### src/sv/assert_macros.svh
// Assertion macros shared by the decoder RTL.
`ifndef ASSERT_MACROS_SVH
`define ASSERT_MACROS_SVH

// Same-cycle implication.
`define ASSERT_IMP(lbl, clk, rst_n, ante, cons) \
  lbl: assert property (@(posedge clk) disable iff (!rst_n) (ante) |-> (cons)) \
    else $error("decoder assertion failed");

// Next-cycle implication.
`define ASSERT_NXT(lbl, clk, rst_n, ante, cons) \
  lbl: assert property (@(posedge clk) disable iff (!rst_n) (ante) |=> (cons)) \
    else $error("decoder assertion failed");

`endif

### src/sv/rgtd_pkg.sv
// Types, constants and the character cleanup function of the RDS group text decoder.
package rgtd_pkg;

  typedef logic [7:0] char_t;

  localparam int InW       = 112;
  localparam int OutW      = 184;
  localparam int TextChars = 64;
  localparam int RowChars  = 8;
  localparam int Rows      = TextChars / RowChars;

  localparam char_t ChNul   = 8'h00;
  localparam char_t ChLf    = 8'h0A;
  localparam char_t ChCr    = 8'h0D;
  localparam char_t ChSpace = 8'h20;
  localparam char_t ChDot   = 8'h2E;
  localparam char_t ChTilde = 8'h7E;

  localparam logic [3:0] GrpPs = 4'd0;
  localparam logic [3:0] GrpRt = 4'd2;

  function automatic char_t clean_char(char_t v);
    char_t r;
    if (v == ChNul || v == ChCr || v == ChLf) begin
      r = ChNul;
    end else if (v >= ChSpace && v <= ChTilde) begin
      r = v;
    end else begin
      r = ChSpace;
    end
    return r;
  endfunction

endpackage

### src/sv/rds_group_text_decoder_core.sv
// RDS group decoder: PS name and radiotext store, one group in, eight slice beats out.
//
// A group with block A or B missing is dropped in its accepting cycle (no beats).
// Otherwise it goes through the accepting cycle, the three bit-serial quality dividers
// (one per block B, C, D) and the merge step, the read-modify-write pass over the 8 rows
// of the radiotext memory, a finishing step, and the emit pass, in which each output
// beat takes a memory read, then an output register load; the emit pass can stall while
// m_axis_tready is low. Input is taken only while the block is idle. Output beats carry
// slice 0..7; tlast marks slice 7.
module rds_group_text_decoder_core #(
  parameter int CONF_BITS = 8
) (
  input  logic                       clk_i,
  input  logic                       rst_ni,
  input  logic                       s_axis_tvalid,
  output logic                       s_axis_tready,
  // block_a, block_b, block_c, block_d, received_flags, error_flags,
  // corrected_counts, confidence_b, confidence_c, confidence_d
  input  logic [rgtd_pkg::InW-1:0]   s_axis_tdata,
  output logic                       m_axis_tvalid,
  input  logic                       m_axis_tready,
  // pi_code, group_code, traffic_flags, program_type, errored_block_count,
  // ps_text, ps_seen, change_flags, slice_index, radiotext_slice,
  // radiotext_seen_slice, zero pad
  output logic [rgtd_pkg::OutW-1:0]  m_axis_tdata,
  output logic                       m_axis_tlast
);

  `include "assert_macros.svh"

  localparam int CW   = CONF_BITS;
  localparam int QB   = CW + 2;
  localparam int QW   = CW + 4;
  localparam int DCW  = $clog2(CW + 1);
  localparam int TMW  = 64 + 8 * QW;
  localparam logic [QB-1:0] QErr = QB'(1) << (CW - 2);
  localparam logic [QB-1:0] QOk  = QB'(2) << CW;

  localparam logic [2:0] S_IDLE = 3'd0;
  localparam logic [2:0] S_DIV  = 3'd1;
  localparam logic [2:0] S_MRG  = 3'd2;
  localparam logic [2:0] S_P1   = 3'd3;
  localparam logic [2:0] S_FIN  = 3'd4;
  localparam logic [2:0] S_RD   = 3'd5;
  localparam logic [2:0] S_EMIT = 3'd6;

  logic [2:0] st_q, st_d;

  // latched group
  logic [15:0] blk_a_q, blk_b_q, blk_c_q, blk_d_q, corr_q;
  logic [3:0]  rx_q, err_q;

  // dividers, lanes for blocks B, C, D
  logic [CW-1:0]  num_q [3];
  logic [3:0]     rem_q [3];
  logic [DCW-1:0] div_cnt_q;

  // header state
  logic [15:0] pi_q;
  logic        pi_vld_q;
  logic [4:0]  gcode_q, pty_q;
  logic        tp_q, ta_q;
  logic [1:0]  ab_q;

  // name state
  rgtd_pkg::char_t nch_q [8];
  logic [3:0]      nseen_q;
  logic [QW-1:0]   nq_q [4];
  rgtd_pkg::char_t rn_q [8];
  rgtd_pkg::char_t rnp_q [8];

  // text state
  logic [7:0]      seen_q [rgtd_pkg::Rows];
  logic [7:0]      rt_vld_q, pv_vld_q;
  logic            tdo_q;
  logic [2:0]      trow_q;
  logic [7:0]      tmask_q;
  rgtd_pkg::char_t tch_q [8];
  logic [QW-1:0]   tq_q;

  // pass state
  logic [3:0] row_q;
  logic       c_found_q, c_gap_q, c_nons_q, c_stop_q, c_diff_q, c_pvd_q, tc0_q, ended_q;
  logic [3:0] flags_q;

  // memories
  logic [TMW-1:0] tm_mem [rgtd_pkg::Rows];
  logic [63:0]    rt_mem [rgtd_pkg::Rows];
  logic [63:0]    pv_mem [rgtd_pkg::Rows];
  logic [TMW-1:0] tm_rd_q;
  logic [63:0]    rt_rd_q, pv_rd_q;
  logic           tm_re, tm_we, rt_re, rt_we, pv_re, pv_we;
  logic [2:0]     tm_raddr, tm_waddr, rt_raddr, rt_waddr, pv_raddr, pv_waddr;
  logic [TMW-1:0] tm_wdata;
  logic [63:0]    rt_wdata, pv_wdata;

  // output register
  logic [rgtd_pkg::OutW-1:0] out_q;
  logic                      out_vld_q, out_last_q;

  logic in_acc;
  assign s_axis_tready = (st_q == S_IDLE);
  assign in_acc        = s_axis_tvalid && s_axis_tready;
  assign m_axis_tvalid = out_vld_q;
  assign m_axis_tdata  = out_q;
  assign m_axis_tlast  = out_last_q;

  // ---------------- divider step
  logic [4:0]    dv [3];
  logic [4:0]    dr [3];
  logic          dbit [3];
  logic [3:0]    drem [3];
  logic [QB-1:0] bq [3];
  logic          us [4];

  always_comb begin
    for (int l = 0; l < 3; l++) begin
      dv[l]   = 5'd1 + 5'(corr_q[4*(l+1) +: 4]);
      dr[l]   = {rem_q[l], num_q[l][CW-1]};
      dbit[l] = (dr[l] >= dv[l]);
      drem[l] = dbit[l] ? 4'(dr[l] - dv[l]) : dr[l][3:0];
      bq[l]   = rx_q[l+1] ? (QB'(num_q[l]) + (err_q[l+1] ? QErr : QOk)) : '0;
    end
    for (int b = 0; b < 4; b++) begin
      us[b] = rx_q[b] && (!err_q[b] || (corr_q[4*b +: 4] != 4'd0));
    end
  end

  // ---------------- merge step
  logic [3:0]      typ, seg4;
  logic            verb, abit, flip;
  logic [QW-1:0]   q2, q3;
  rgtd_pkg::char_t nc0, nc1;
  logic [1:0]      nseg;
  logic            nsn, nsame, ndo;
  rgtd_pkg::char_t nn [8];
  logic [3:0]      nlen;
  logic            nfnd, nkeep;
  logic [3:0]      nseen_d;
  logic            tdo_d;
  logic [2:0]      trow_d;
  logic [7:0]      tmask_d;
  rgtd_pkg::char_t tch_d [8];
  rgtd_pkg::char_t raw4 [4];

  always_comb begin
    typ  = blk_b_q[15:12];
    verb = blk_b_q[11];
    abit = blk_b_q[4];
    seg4 = blk_b_q[3:0];
    q2   = QW'(bq[0]) + QW'(bq[2]);
    q3   = q2 + QW'(bq[1]);
    flip = (typ == rgtd_pkg::GrpRt) && (!ab_q[1] || (ab_q[0] != abit));

    nseg  = blk_b_q[1:0];
    nc0   = rgtd_pkg::clean_char(blk_d_q[15:8]);
    nc1   = rgtd_pkg::clean_char(blk_d_q[7:0]);
    nsn   = nseen_q[nseg];
    nsame = nsn && (nch_q[{nseg, 1'b0}] == nc0) && (nch_q[{nseg, 1'b1}] == nc1);
    ndo   = (typ == rgtd_pkg::GrpPs) && us[1] && us[3] &&
            !(nsn && !nsame && (q2 < nq_q[nseg]));
    nseen_d = nseen_q;
    for (int i = 0; i < 8; i++) nn[i] = nch_q[i];
    if (ndo) begin
      nn[{nseg, 1'b0}] = nc0;
      nn[{nseg, 1'b1}] = nc1;
      nseen_d[nseg]    = 1'b1;
    end
    nlen = 4'd8;
    nfnd = 1'b0;
    for (int i = 0; i < 8; i++) begin
      if (!nfnd && nn[i] == rgtd_pkg::ChNul) begin
        nlen = 4'(i);
        nfnd = 1'b1;
      end
    end
    nkeep = 1'b1;
    for (int i = 7; i >= 0; i--) begin
      if (4'(i) < nlen) begin
        if (nkeep && nn[i] == rgtd_pkg::ChSpace) begin
          nn[i] = rgtd_pkg::ChNul;
        end else begin
          nkeep = 1'b0;
        end
      end
    end

    raw4[0] = blk_c_q[15:8];
    raw4[1] = blk_c_q[7:0];
    raw4[2] = blk_d_q[15:8];
    raw4[3] = blk_d_q[7:0];
    tdo_d  = (typ == rgtd_pkg::GrpRt) && us[1] && us[3] && (verb || us[2]);
    trow_d = verb ? {1'b0, seg4[3:2]} : seg4[3:1];
    for (int j = 0; j < 8; j++) begin
      if (verb) begin
        tmask_d[j] = (3'(j) >> 1) == {1'b0, seg4[1:0]};
        tch_d[j]   = rgtd_pkg::clean_char(raw4[{1'b1, 1'(j)}]);
      end else begin
        tmask_d[j] = ((3'(j) >> 2) == {2'b0, seg4[0]});
        tch_d[j]   = rgtd_pkg::clean_char(raw4[2'(j)]);
      end
    end
  end

  // ---------------- first pass: merge, scan, preview
  logic [2:0]      prow;
  logic            p1_proc;
  rgtd_pkg::char_t rc [8];
  logic [QW-1:0]   rq [8];
  rgtd_pkg::char_t cur [8];
  rgtd_pkg::char_t nch [8];
  logic [QW-1:0]   nq [8];
  logic [7:0]      ns;
  logic            lwr;
  rgtd_pkg::char_t rtc, pvc, tpv;
  logic            s_found, s_gap, s_nons, s_stop, s_diff, s_pvd;

  always_comb begin
    prow    = row_q[2:0] - 3'd1;
    p1_proc = (row_q != 4'd0);
    s_found = c_found_q;
    s_gap   = c_gap_q;
    s_nons  = c_nons_q;
    s_stop  = c_stop_q;
    s_diff  = c_diff_q;
    s_pvd   = c_pvd_q;
    pv_wdata = '0;
    for (int j = 0; j < 8; j++) begin
      rc[j]  = tm_rd_q[8*j +: 8];
      rq[j]  = tm_rd_q[64 + QW*j +: QW];
      cur[j] = seen_q[prow][j] ? rc[j] : rgtd_pkg::ChNul;
      lwr    = tdo_q && (prow == trow_q) && tmask_q[j] &&
               !(seen_q[prow][j] && (cur[j] != tch_q[j]) && (tq_q < rq[j]));
      nch[j] = lwr ? tch_q[j] : cur[j];
      ns[j]  = seen_q[prow][j] | lwr;
      nq[j]  = (lwr && (!seen_q[prow][j] || (tq_q > rq[j]))) ? tq_q : rq[j];
      if (!s_found) begin
        if (!ns[j]) begin
          s_gap = 1'b1;
        end else if (nch[j] == rgtd_pkg::ChNul) begin
          s_found = 1'b1;
        end else if (nch[j] != rgtd_pkg::ChSpace) begin
          s_nons = 1'b1;
        end
      end
      rtc = rt_vld_q[prow] ? rt_rd_q[63-8*j -: 8] : rgtd_pkg::ChNul;
      if (!s_stop) begin
        if (rtc != nch[j]) begin
          s_diff = 1'b1;
          s_stop = 1'b1;
        end else if (rtc == rgtd_pkg::ChNul) begin
          s_stop = 1'b1;
        end
      end
      pvc = pv_vld_q[prow] ? pv_rd_q[63-8*j -: 8] : rgtd_pkg::ChNul;
      tpv = !ns[j] ? rgtd_pkg::ChDot :
            (nch[j] == rgtd_pkg::ChNul ? rgtd_pkg::ChSpace : nch[j]);
      if (tpv != pvc) s_pvd = 1'b1;
      pv_wdata[63-8*j -: 8] = tpv;
    end
    tm_wdata = '0;
    for (int j = 0; j < 8; j++) begin
      tm_wdata[8*j +: 8]       = nch[j];
      tm_wdata[64 + QW*j +: QW] = nq[j];
    end
  end

  // ---------------- finish: name flags
  rgtd_pkg::char_t nprev [8];
  rgtd_pkg::char_t rn_d [8];
  logic            f_stop, f_diff, f_end, f_pvd;

  always_comb begin
    f_stop = 1'b0;
    f_diff = 1'b0;
    f_end  = 1'b0;
    f_pvd  = 1'b0;
    for (int i = 0; i < 8; i++) begin
      if (!f_stop) begin
        if (rn_q[i] != nch_q[i]) begin
          f_diff = 1'b1;
          f_stop = 1'b1;
        end else if (rn_q[i] == rgtd_pkg::ChNul) begin
          f_stop = 1'b1;
        end
      end
      if (nch_q[i] == rgtd_pkg::ChNul) f_end = 1'b1;
      rn_d[i]  = f_end ? rgtd_pkg::ChNul : nch_q[i];
      nprev[i] = (nseen_q[i/2] && nch_q[i] != rgtd_pkg::ChNul) ? nch_q[i] : rgtd_pkg::ChDot;
      if (nprev[i] != rnp_q[i]) f_pvd = 1'b1;
    end
  end

  // ---------------- emit
  logic            em_load, em_end;
  logic [63:0]     em_slice, em_ps;
  logic [7:0]      em_seen;
  rgtd_pkg::char_t ec;
  logic [2:0]      errs;

  always_comb begin
    em_load  = (st_q == S_EMIT) && (!out_vld_q || m_axis_tready);
    em_end   = ended_q;
    rt_wdata = '0;
    em_slice = '0;
    em_seen  = '0;
    em_ps    = '0;
    for (int j = 0; j < 8; j++) begin
      ec = seen_q[row_q[2:0]][j] ? tm_rd_q[8*j +: 8] : rgtd_pkg::ChNul;
      em_slice[63-8*j -: 8] = ec;
      em_seen[7-j]          = seen_q[row_q[2:0]][j];
      if (ec == rgtd_pkg::ChNul) em_end = 1'b1;
      rt_wdata[63-8*j -: 8] = em_end ? rgtd_pkg::ChNul : ec;
      em_ps[63-8*j -: 8]    = nch_q[j];
    end
    errs = 3'(err_q[0]) + 3'(err_q[1]) + 3'(err_q[2]) + 3'(err_q[3]);
  end

  // ---------------- memory ports
  always_comb begin
    tm_re    = ((st_q == S_P1) && !row_q[3]) || (st_q == S_RD);
    tm_raddr = row_q[2:0];
    tm_we    = (st_q == S_P1) && p1_proc;
    tm_waddr = prow;
    rt_re    = (st_q == S_P1) && !row_q[3];
    rt_raddr = row_q[2:0];
    rt_we    = em_load && flags_q[1];
    rt_waddr = row_q[2:0];
    pv_re    = rt_re;
    pv_raddr = row_q[2:0];
    pv_we    = tm_we;
    pv_waddr = prow;
  end

  always_ff @(posedge clk_i) begin
    if (tm_we) tm_mem[tm_waddr] <= tm_wdata;
    if (tm_re) tm_rd_q <= tm_mem[tm_raddr];
  end

  always_ff @(posedge clk_i) begin
    if (rt_we) rt_mem[rt_waddr] <= rt_wdata;
    if (rt_re) rt_rd_q <= rt_mem[rt_raddr];
  end

  always_ff @(posedge clk_i) begin
    if (pv_we) pv_mem[pv_waddr] <= pv_wdata;
    if (pv_re) pv_rd_q <= pv_mem[pv_raddr];
  end

  // ---------------- next state
  always_comb begin
    st_d = st_q;
    case (st_q)
      S_IDLE: if (in_acc && s_axis_tdata[64] && s_axis_tdata[65]) st_d = S_DIV;
      S_DIV:  if (div_cnt_q == DCW'(CW - 1)) st_d = S_MRG;
      S_MRG:  st_d = S_P1;
      S_P1:   if (row_q == 4'd8) st_d = S_FIN;
      S_FIN:  st_d = S_RD;
      S_RD:   st_d = S_EMIT;
      S_EMIT: if (em_load) st_d = (row_q[2:0] == 3'd7) ? S_IDLE : S_RD;
      default: st_d = S_IDLE;
    endcase
  end

  // ---------------- payload registers
  always_ff @(posedge clk_i) begin
    if (in_acc) begin
      blk_a_q <= s_axis_tdata[15:0];
      blk_b_q <= s_axis_tdata[31:16];
      blk_c_q <= s_axis_tdata[47:32];
      blk_d_q <= s_axis_tdata[63:48];
      rx_q    <= s_axis_tdata[67:64];
      err_q   <= s_axis_tdata[71:68];
      corr_q  <= s_axis_tdata[87:72];
      for (int l = 0; l < 3; l++) begin
        num_q[l] <= CW'(s_axis_tdata[88 + 8*l +: 8]);
        rem_q[l] <= '0;
      end
    end else if (st_q == S_DIV) begin
      for (int l = 0; l < 3; l++) begin
        num_q[l] <= {num_q[l][CW-2:0], dbit[l]};
        rem_q[l] <= drem[l];
      end
    end
    if (st_q == S_MRG) begin
      trow_q  <= trow_d;
      tmask_q <= tmask_d;
      tq_q    <= verb ? q2 : q3;
      for (int j = 0; j < 8; j++) tch_q[j] <= tch_d[j];
    end
    if (em_load) begin
      out_q <= {6'd0, em_seen, em_slice, row_q[2:0], flags_q, nseen_q, em_ps,
                errs, pty_q, ta_q, tp_q, gcode_q, pi_q};
      out_last_q <= (row_q[2:0] == 3'd7);
    end
  end

  // ---------------- control and state registers
  always_ff @(posedge clk_i or negedge rst_ni) begin
    if (!rst_ni) begin
      st_q      <= S_IDLE;
      div_cnt_q <= '0;
      pi_q      <= '0;
      pi_vld_q  <= 1'b0;
      gcode_q   <= '0;
      pty_q     <= '0;
      tp_q      <= 1'b0;
      ta_q      <= 1'b0;
      ab_q      <= '0;
      nseen_q   <= '0;
      for (int i = 0; i < 8; i++) begin
        nch_q[i] <= rgtd_pkg::ChNul;
        rn_q[i]  <= rgtd_pkg::ChNul;
        rnp_q[i] <= rgtd_pkg::ChNul;
      end
      for (int i = 0; i < 4; i++) nq_q[i] <= '0;
      for (int r = 0; r < rgtd_pkg::Rows; r++) seen_q[r] <= '0;
      rt_vld_q  <= '0;
      pv_vld_q  <= '0;
      tdo_q     <= 1'b0;
      row_q     <= '0;
      c_found_q <= 1'b0;
      c_gap_q   <= 1'b0;
      c_nons_q  <= 1'b0;
      c_stop_q  <= 1'b0;
      c_diff_q  <= 1'b0;
      c_pvd_q   <= 1'b0;
      tc0_q     <= 1'b0;
      ended_q   <= 1'b0;
      flags_q   <= '0;
      out_vld_q <= 1'b0;
    end else begin
      st_q <= st_d;
      if (em_load) begin
        out_vld_q <= 1'b1;
      end else if (m_axis_tready) begin
        out_vld_q <= 1'b0;
      end
      case (st_q)
        S_IDLE: div_cnt_q <= '0;
        S_DIV:  div_cnt_q <= div_cnt_q + DCW'(1);
        S_MRG: begin
          if (us[0] || !pi_vld_q) begin
            pi_vld_q <= 1'b1;
            pi_q     <= blk_a_q;
          end
          gcode_q <= {typ, verb};
          tp_q    <= blk_b_q[10];
          pty_q   <= blk_b_q[9:5];
          if (typ == rgtd_pkg::GrpPs) ta_q <= blk_b_q[4];
          if (ndo) begin
            for (int i = 0; i < 8; i++) nch_q[i] <= nn[i];
            nseen_q <= nseen_d;
            if (!nsn || q2 > nq_q[nseg]) nq_q[nseg] <= q2;
          end
          if (flip) begin
            ab_q <= {1'b1, abit};
            for (int r = 0; r < rgtd_pkg::Rows; r++) seen_q[r] <= '0;
          end
          tdo_q     <= tdo_d;
          row_q     <= '0;
          c_found_q <= 1'b0;
          c_gap_q   <= 1'b0;
          c_nons_q  <= 1'b0;
          c_stop_q  <= 1'b0;
          c_diff_q  <= 1'b0;
          c_pvd_q   <= 1'b0;
        end
        S_P1: begin
          row_q <= row_q + 4'd1;
          if (p1_proc) begin
            seen_q[prow]   <= ns;
            pv_vld_q[prow] <= 1'b1;
            c_found_q <= s_found;
            c_gap_q   <= s_gap;
            c_nons_q  <= s_nons;
            c_stop_q  <= s_stop;
            c_diff_q  <= s_diff;
            c_pvd_q   <= s_pvd;
            if (prow == 3'd0) tc0_q <= (nch[0] != rgtd_pkg::ChNul);
          end
        end
        S_FIN: begin
          flags_q[0] <= f_diff && (nch_q[0] != rgtd_pkg::ChNul);
          flags_q[1] <= !c_gap_q && c_nons_q && tc0_q && c_diff_q;
          flags_q[2] <= f_pvd;
          flags_q[3] <= c_pvd_q;
          if (f_diff && (nch_q[0] != rgtd_pkg::ChNul)) begin
            for (int i = 0; i < 8; i++) rn_q[i] <= rn_d[i];
          end
          for (int i = 0; i < 8; i++) rnp_q[i] <= nprev[i];
          row_q   <= '0;
          ended_q <= 1'b0;
        end
        S_EMIT: begin
          if (em_load) begin
            row_q   <= row_q + 4'd1;
            ended_q <= em_end;
            if (flags_q[1]) rt_vld_q[row_q[2:0]] <= 1'b1;
          end
        end
        default: ;
      endcase
    end
  end

  `ASSERT_IMP(a_last_slice, clk_i, rst_ni, m_axis_tvalid && m_axis_tlast,
              m_axis_tdata[105:103] == 3'd7)
  `ASSERT_NXT(a_last_idle, clk_i, rst_ni, em_load && row_q[2:0] == 3'd7, st_q == S_IDLE)
  `ASSERT_NXT(a_flip_clear, clk_i, rst_ni, st_q == S_MRG && flip,
              seen_q[0] == 8'd0 && seen_q[7] == 8'd0)

endmodule

### config.mk
export PLATFORM = sky130hd
export DESIGN_NAME = rds_group_text_decoder_core
export DESIGN_NICKNAME = d
export VERILOG_FILES = /design/src/sv/rgtd_pkg.sv /design/src/sv/rds_group_text_decoder_core.sv
export VERILOG_INCLUDE_DIRS = /design/src /design/src/sv
export SDC_FILE = /design/constraint.sdc
export NUM_CORES = 2
export LEC_CHECK = 0
export ABC_AREA = 1
export BUFFER_PORTS_ARGS = -buffer_cell sky130_fd_sc_hd__buf_2
export CAP_MARGIN = 20
export CORE_MARGIN = 4
export CORE_UTILIZATION = 48
export CTS_BUF_LIST = sky130_fd_sc_hd__clkbuf_4 sky130_fd_sc_hd__clkbuf_8 sky130_fd_sc_hd__clkbuf_16
export DETAILED_ROUTE_END_ITERATION = 8
export SLEW_MARGIN = 25
export SYNTH_ARGS = -nofsm -noshare
export SYNTH_HDL_FRONTEND = slang
export SYNTH_SLANG_ARGS = --single-unit
### constraint.sdc
create_clock -name clk_i -period 30.8 [get_ports clk_i]
set_input_delay 6.16 -clock clk_i [delete_from_list [all_inputs] [get_ports clk_i]]
set_output_delay 6.16 -clock clk_i [all_outputs]
set_load 0.02 [all_outputs]
==> results.cfg <==
[power]
power_density_nw_per_um2 = 93.91
switching_share = 0.3480
clockPowerShare = 0.291
vdd_drop_max_v = 0.00008443
leakagePower_nw = 57.55
p_seq_frac = 0.440
comb_power_share = 0.270
p_int_mw = 9.393
switching_power_mw = 5.012

[layout]
fillers = 23170
area_delta_synth_final_pct = 12.72
fin_util = 0.5434
multiInputGateArea_sq_um = 33020
ff_latch_area_sq_um = 97880
drive_above_1_share = 0.09712
final_nets = 11530

[routing]
drtPass1Iterations = 6
viasPerCell = 5.943
post_drt_wl_per_cell_um = 27.12
wl_mm = 414.1
drc = 0
drt-initial-drc-count = 10440
via_count = 90750
drtAntennaViolNets = 0

[synthesis]
synth_edf_count = 2946
synthTopCellsByArea = edfxtp_1 (65%), nand2_1 (7.4%), dfrtp_1 (6.9%)
post-synth-top-count-cell = edfxtp_1
yosys_warnings = 0
async_flop_share = 0.1132
synth-seq-cells = 3322
synth.top_cell.area_share = 0.6500
synthFlopType = edfxtp_1
synth_cell_types = 66
syn_area_sq_um = 136100
syn_area_per_cell_sq_um = 12.45
netlist_top_cells_count = edfxtp_1 (2946), nand2_1 (2682), inv_1 (907)
seq_area_frac_synth = 0.7192
synth_top_cell_by_area = edfxtp_1
synth_cells = 10930

[worst_setup_path]
cp-end-kind = output pin
path_class = register to output pin
slowest_delay_ps = 430
cp_cell_sequence = nor2_1, inv_1, nor2_1, buf_2
worst_ep_arrival_time_ps = 2080
critPathRequiredTime_ps = 24640
cp_common_cell = nor2_1
start_kind = register
timing.critical_path.buf_inv = 2
crit_fanout = 5
cpLargestDelayFamily = flip-flops
slowest_stage = dfrtp_1

[clocking]
clock-sinks = 3322
ctsHoldBuffers = 0
cts_resized = 0
post_cts_buffers = 0
h-tree-depth = 5
clock_latency_ps = 910
cts_inserted_buffers = 346
clockRootBuffer = clkbuf_16
clk_path_buf_depth = 4
clk_pin_slew_ps = 60
cts_tree = built

[floorplan]
die_area_sq_um = 292100
die_h_um = 540.5
pin_count = 303
rows = 195
initial_utilization = 0.4821
fp.dieW_um = 540.5
core_region_area_sq_um = 282300

[global_routing]
grt_pass1_wl_mm = 600.7
grt_max_degree = 131
grt_overflow_total = 0
antenna_found_initial = 27
track_usage = 0.2775
first_global_vias = 88960

[timing]
tightestPinTransition_ps = 1093
setup_tns_ps = 0
clock_skew_ps = 58.62
setup_violations = 0
max_freq_mhz = 121.4
period_share = 0.2674
final.min_clock_period_ps = 8237
rsz0062_at_grt = false
hold_viol = 0
maxSlewHeadroom = 0.2688
maxSlewViolCount = 0

[job]
maxCapViolations = 0

[run_status]
status = completed

[place]
hpwl_mm = 250.8
routabilityCongestion = 0.9299
io_buffers = 296

[min_path]
hold_class = register to register
[area by class of cell]
| type | instances | area share |
|---|---|---|
| inverters | 939 | 0.02332 |
| well taps | 3743 | 0.03053 |
| multi-input cells | 6201 | 0.2152 |
| clock inverters | 175 | 0.01106 |
| flip-flops and latches | 3322 | 0.6380 |
| diodes | 5 | 0.00008156 |
| clock buffers | 446 | 0.06302 |
| repair buffers | 439 | 0.01870 |
[worst register-to-register path, stage by stage (launching register included)]
cell and delay (ps):
dfrtp_2 520, buf_4 710, nand3_2 660, inv_8 710, a221oi_1 250, nand2_1 480, inv_1 400, nor2_1 250
inv_1 90, nand2_1 70, nor4_1 40, nor2_1 260, nand2_1 310, a31oi_2 590, nand2_2 270, a31oi_4 400
inv_2 250, nor3_1 710
[path summary, 6_finish.rpt]
path / from / to / slack, ps / depth (start not counted)
min in group asynchronous: rst_ni / flags_q[0] / 5250 / 1
min: pi_q[10] / m_axis_tdata[10] / 440 / 0
max reg2reg: row_q[0] / rt_mem[1][6] / 23520 / 17
max: st_q[2] / s_axis_tready / 22560 / 4
min reg2reg: pi_q[10] / m_axis_tdata[10] / 440 / 0
max in group asynchronous: rst_ni / gcode_q[1] / 23270 / 3
[kinds of logic (layout without fill, tap and decap cells)]
group	count (synthesis)	in the layout	share of synthesized area
AND/OR/NAND/NOR	4120	4120	0.1272
flip-flops	3322	3322	0.7192
XOR/XNOR	146	146	0.009396
multiplexers	16	16	0.001324
other	1	15	0.00002755
buffers and inverters	1416	1999	0.04047
AO/OA/AOI/OAI	1742	1742	0.08673
adder cells (fa/ha/maj)	167	167	0.01568
[power groups by stage]
| stage | clock network [mW] | logic [mW] | registers, mW |
|---|---|---|---|
| final | 4.19 | 3.89 | 6.33 |
| after global routing | 4.44 | 4.24 | 6.37 |
| after CTS | 4.24 | 3.87 | 6.33 |
| after detailed placement | 0 | 3.85 | 6.41 |
| after global placement | 0 | 3.78 | 6.40 |
| after floorplan | 0 | 2.33 | 6.41 |
[flip-flops by register name (all words and copies together), names as in the netlist, 16 cells and up]
signal and flops:
blk_a_q 16, tch_q 32, em_ps 64, num_q 24, rt_mem 512, blk_b_q 16
blk_c_q 16, pi_q 16, tm_rd_q 160, rt_rd_q 64, rn_q 64, pv_rd_q 64
corr_q 16, blk_d_q 16, seen_q 64, rnp_q 64, pv_mem 512, tm_mem 1280
nq_q 44, m_axis_tdata 178
[layout by cell type (no fill, tap or decap), types with 21 or more instances in the layout]
cell / Yosys / routed
o22ai_1: 100 / 99
bufinv_16: 0 / 26
clkbuf_16: 0 / 355
dfrtp_1: 376 / 375
a21oi_1: 158 / 157
xnor2_1: 45 / 45
inv_2: 22 / 21
a22oi_1: 332 / 332
inv_1: 907 / 901
nor3_1: 110 / 109
o21ai_0: 552 / 550
ha_1: 161 / 161
a221oi_1: 269 / 269
nand4_1: 353 / 353
clkbuf_4: 0 / 75
nor2_1: 469 / 445
nand2_1: 2682 / 2679
clkinv_1: 10 / 77
nor4_1: 40 / 39
buf_4: 26 / 119
a22o_1: 220 / 220
nand3_1: 398 / 396
buf_2: 34 / 295
edfxtp_1: 2946 / 2946
clkinv_2: 0 / 39
nor2_4: 1 / 23
xor2_1: 101 / 101
[layer usage]
layer	track usage	up-vias	wire (um)
met5	0	-	54
met4	0.1010	10	16300
met3	0.04837	773	38080
met2	0.4436	4434	191700
met1	0.3840	45470	167900
li1	-	40070	-
[per-stage QoR]
stage	hold WS (ps)	cell area, sq um	setup slack [ps]	std cells	power [mW]
finish	441.8	153400	22560	15270	14.41
global route	454.4	153400	22490	15270	15.05
CTS	442.6	153300	22560	15260	14.43
detailed placement	432.0	141900	21920	14640	10.26
global placement	426.7	141900	21980	14640	10.17
floorplan	419.4	136100	12490	10940	8.743
No activity file was read; power rests on OpenSTA's default activity.
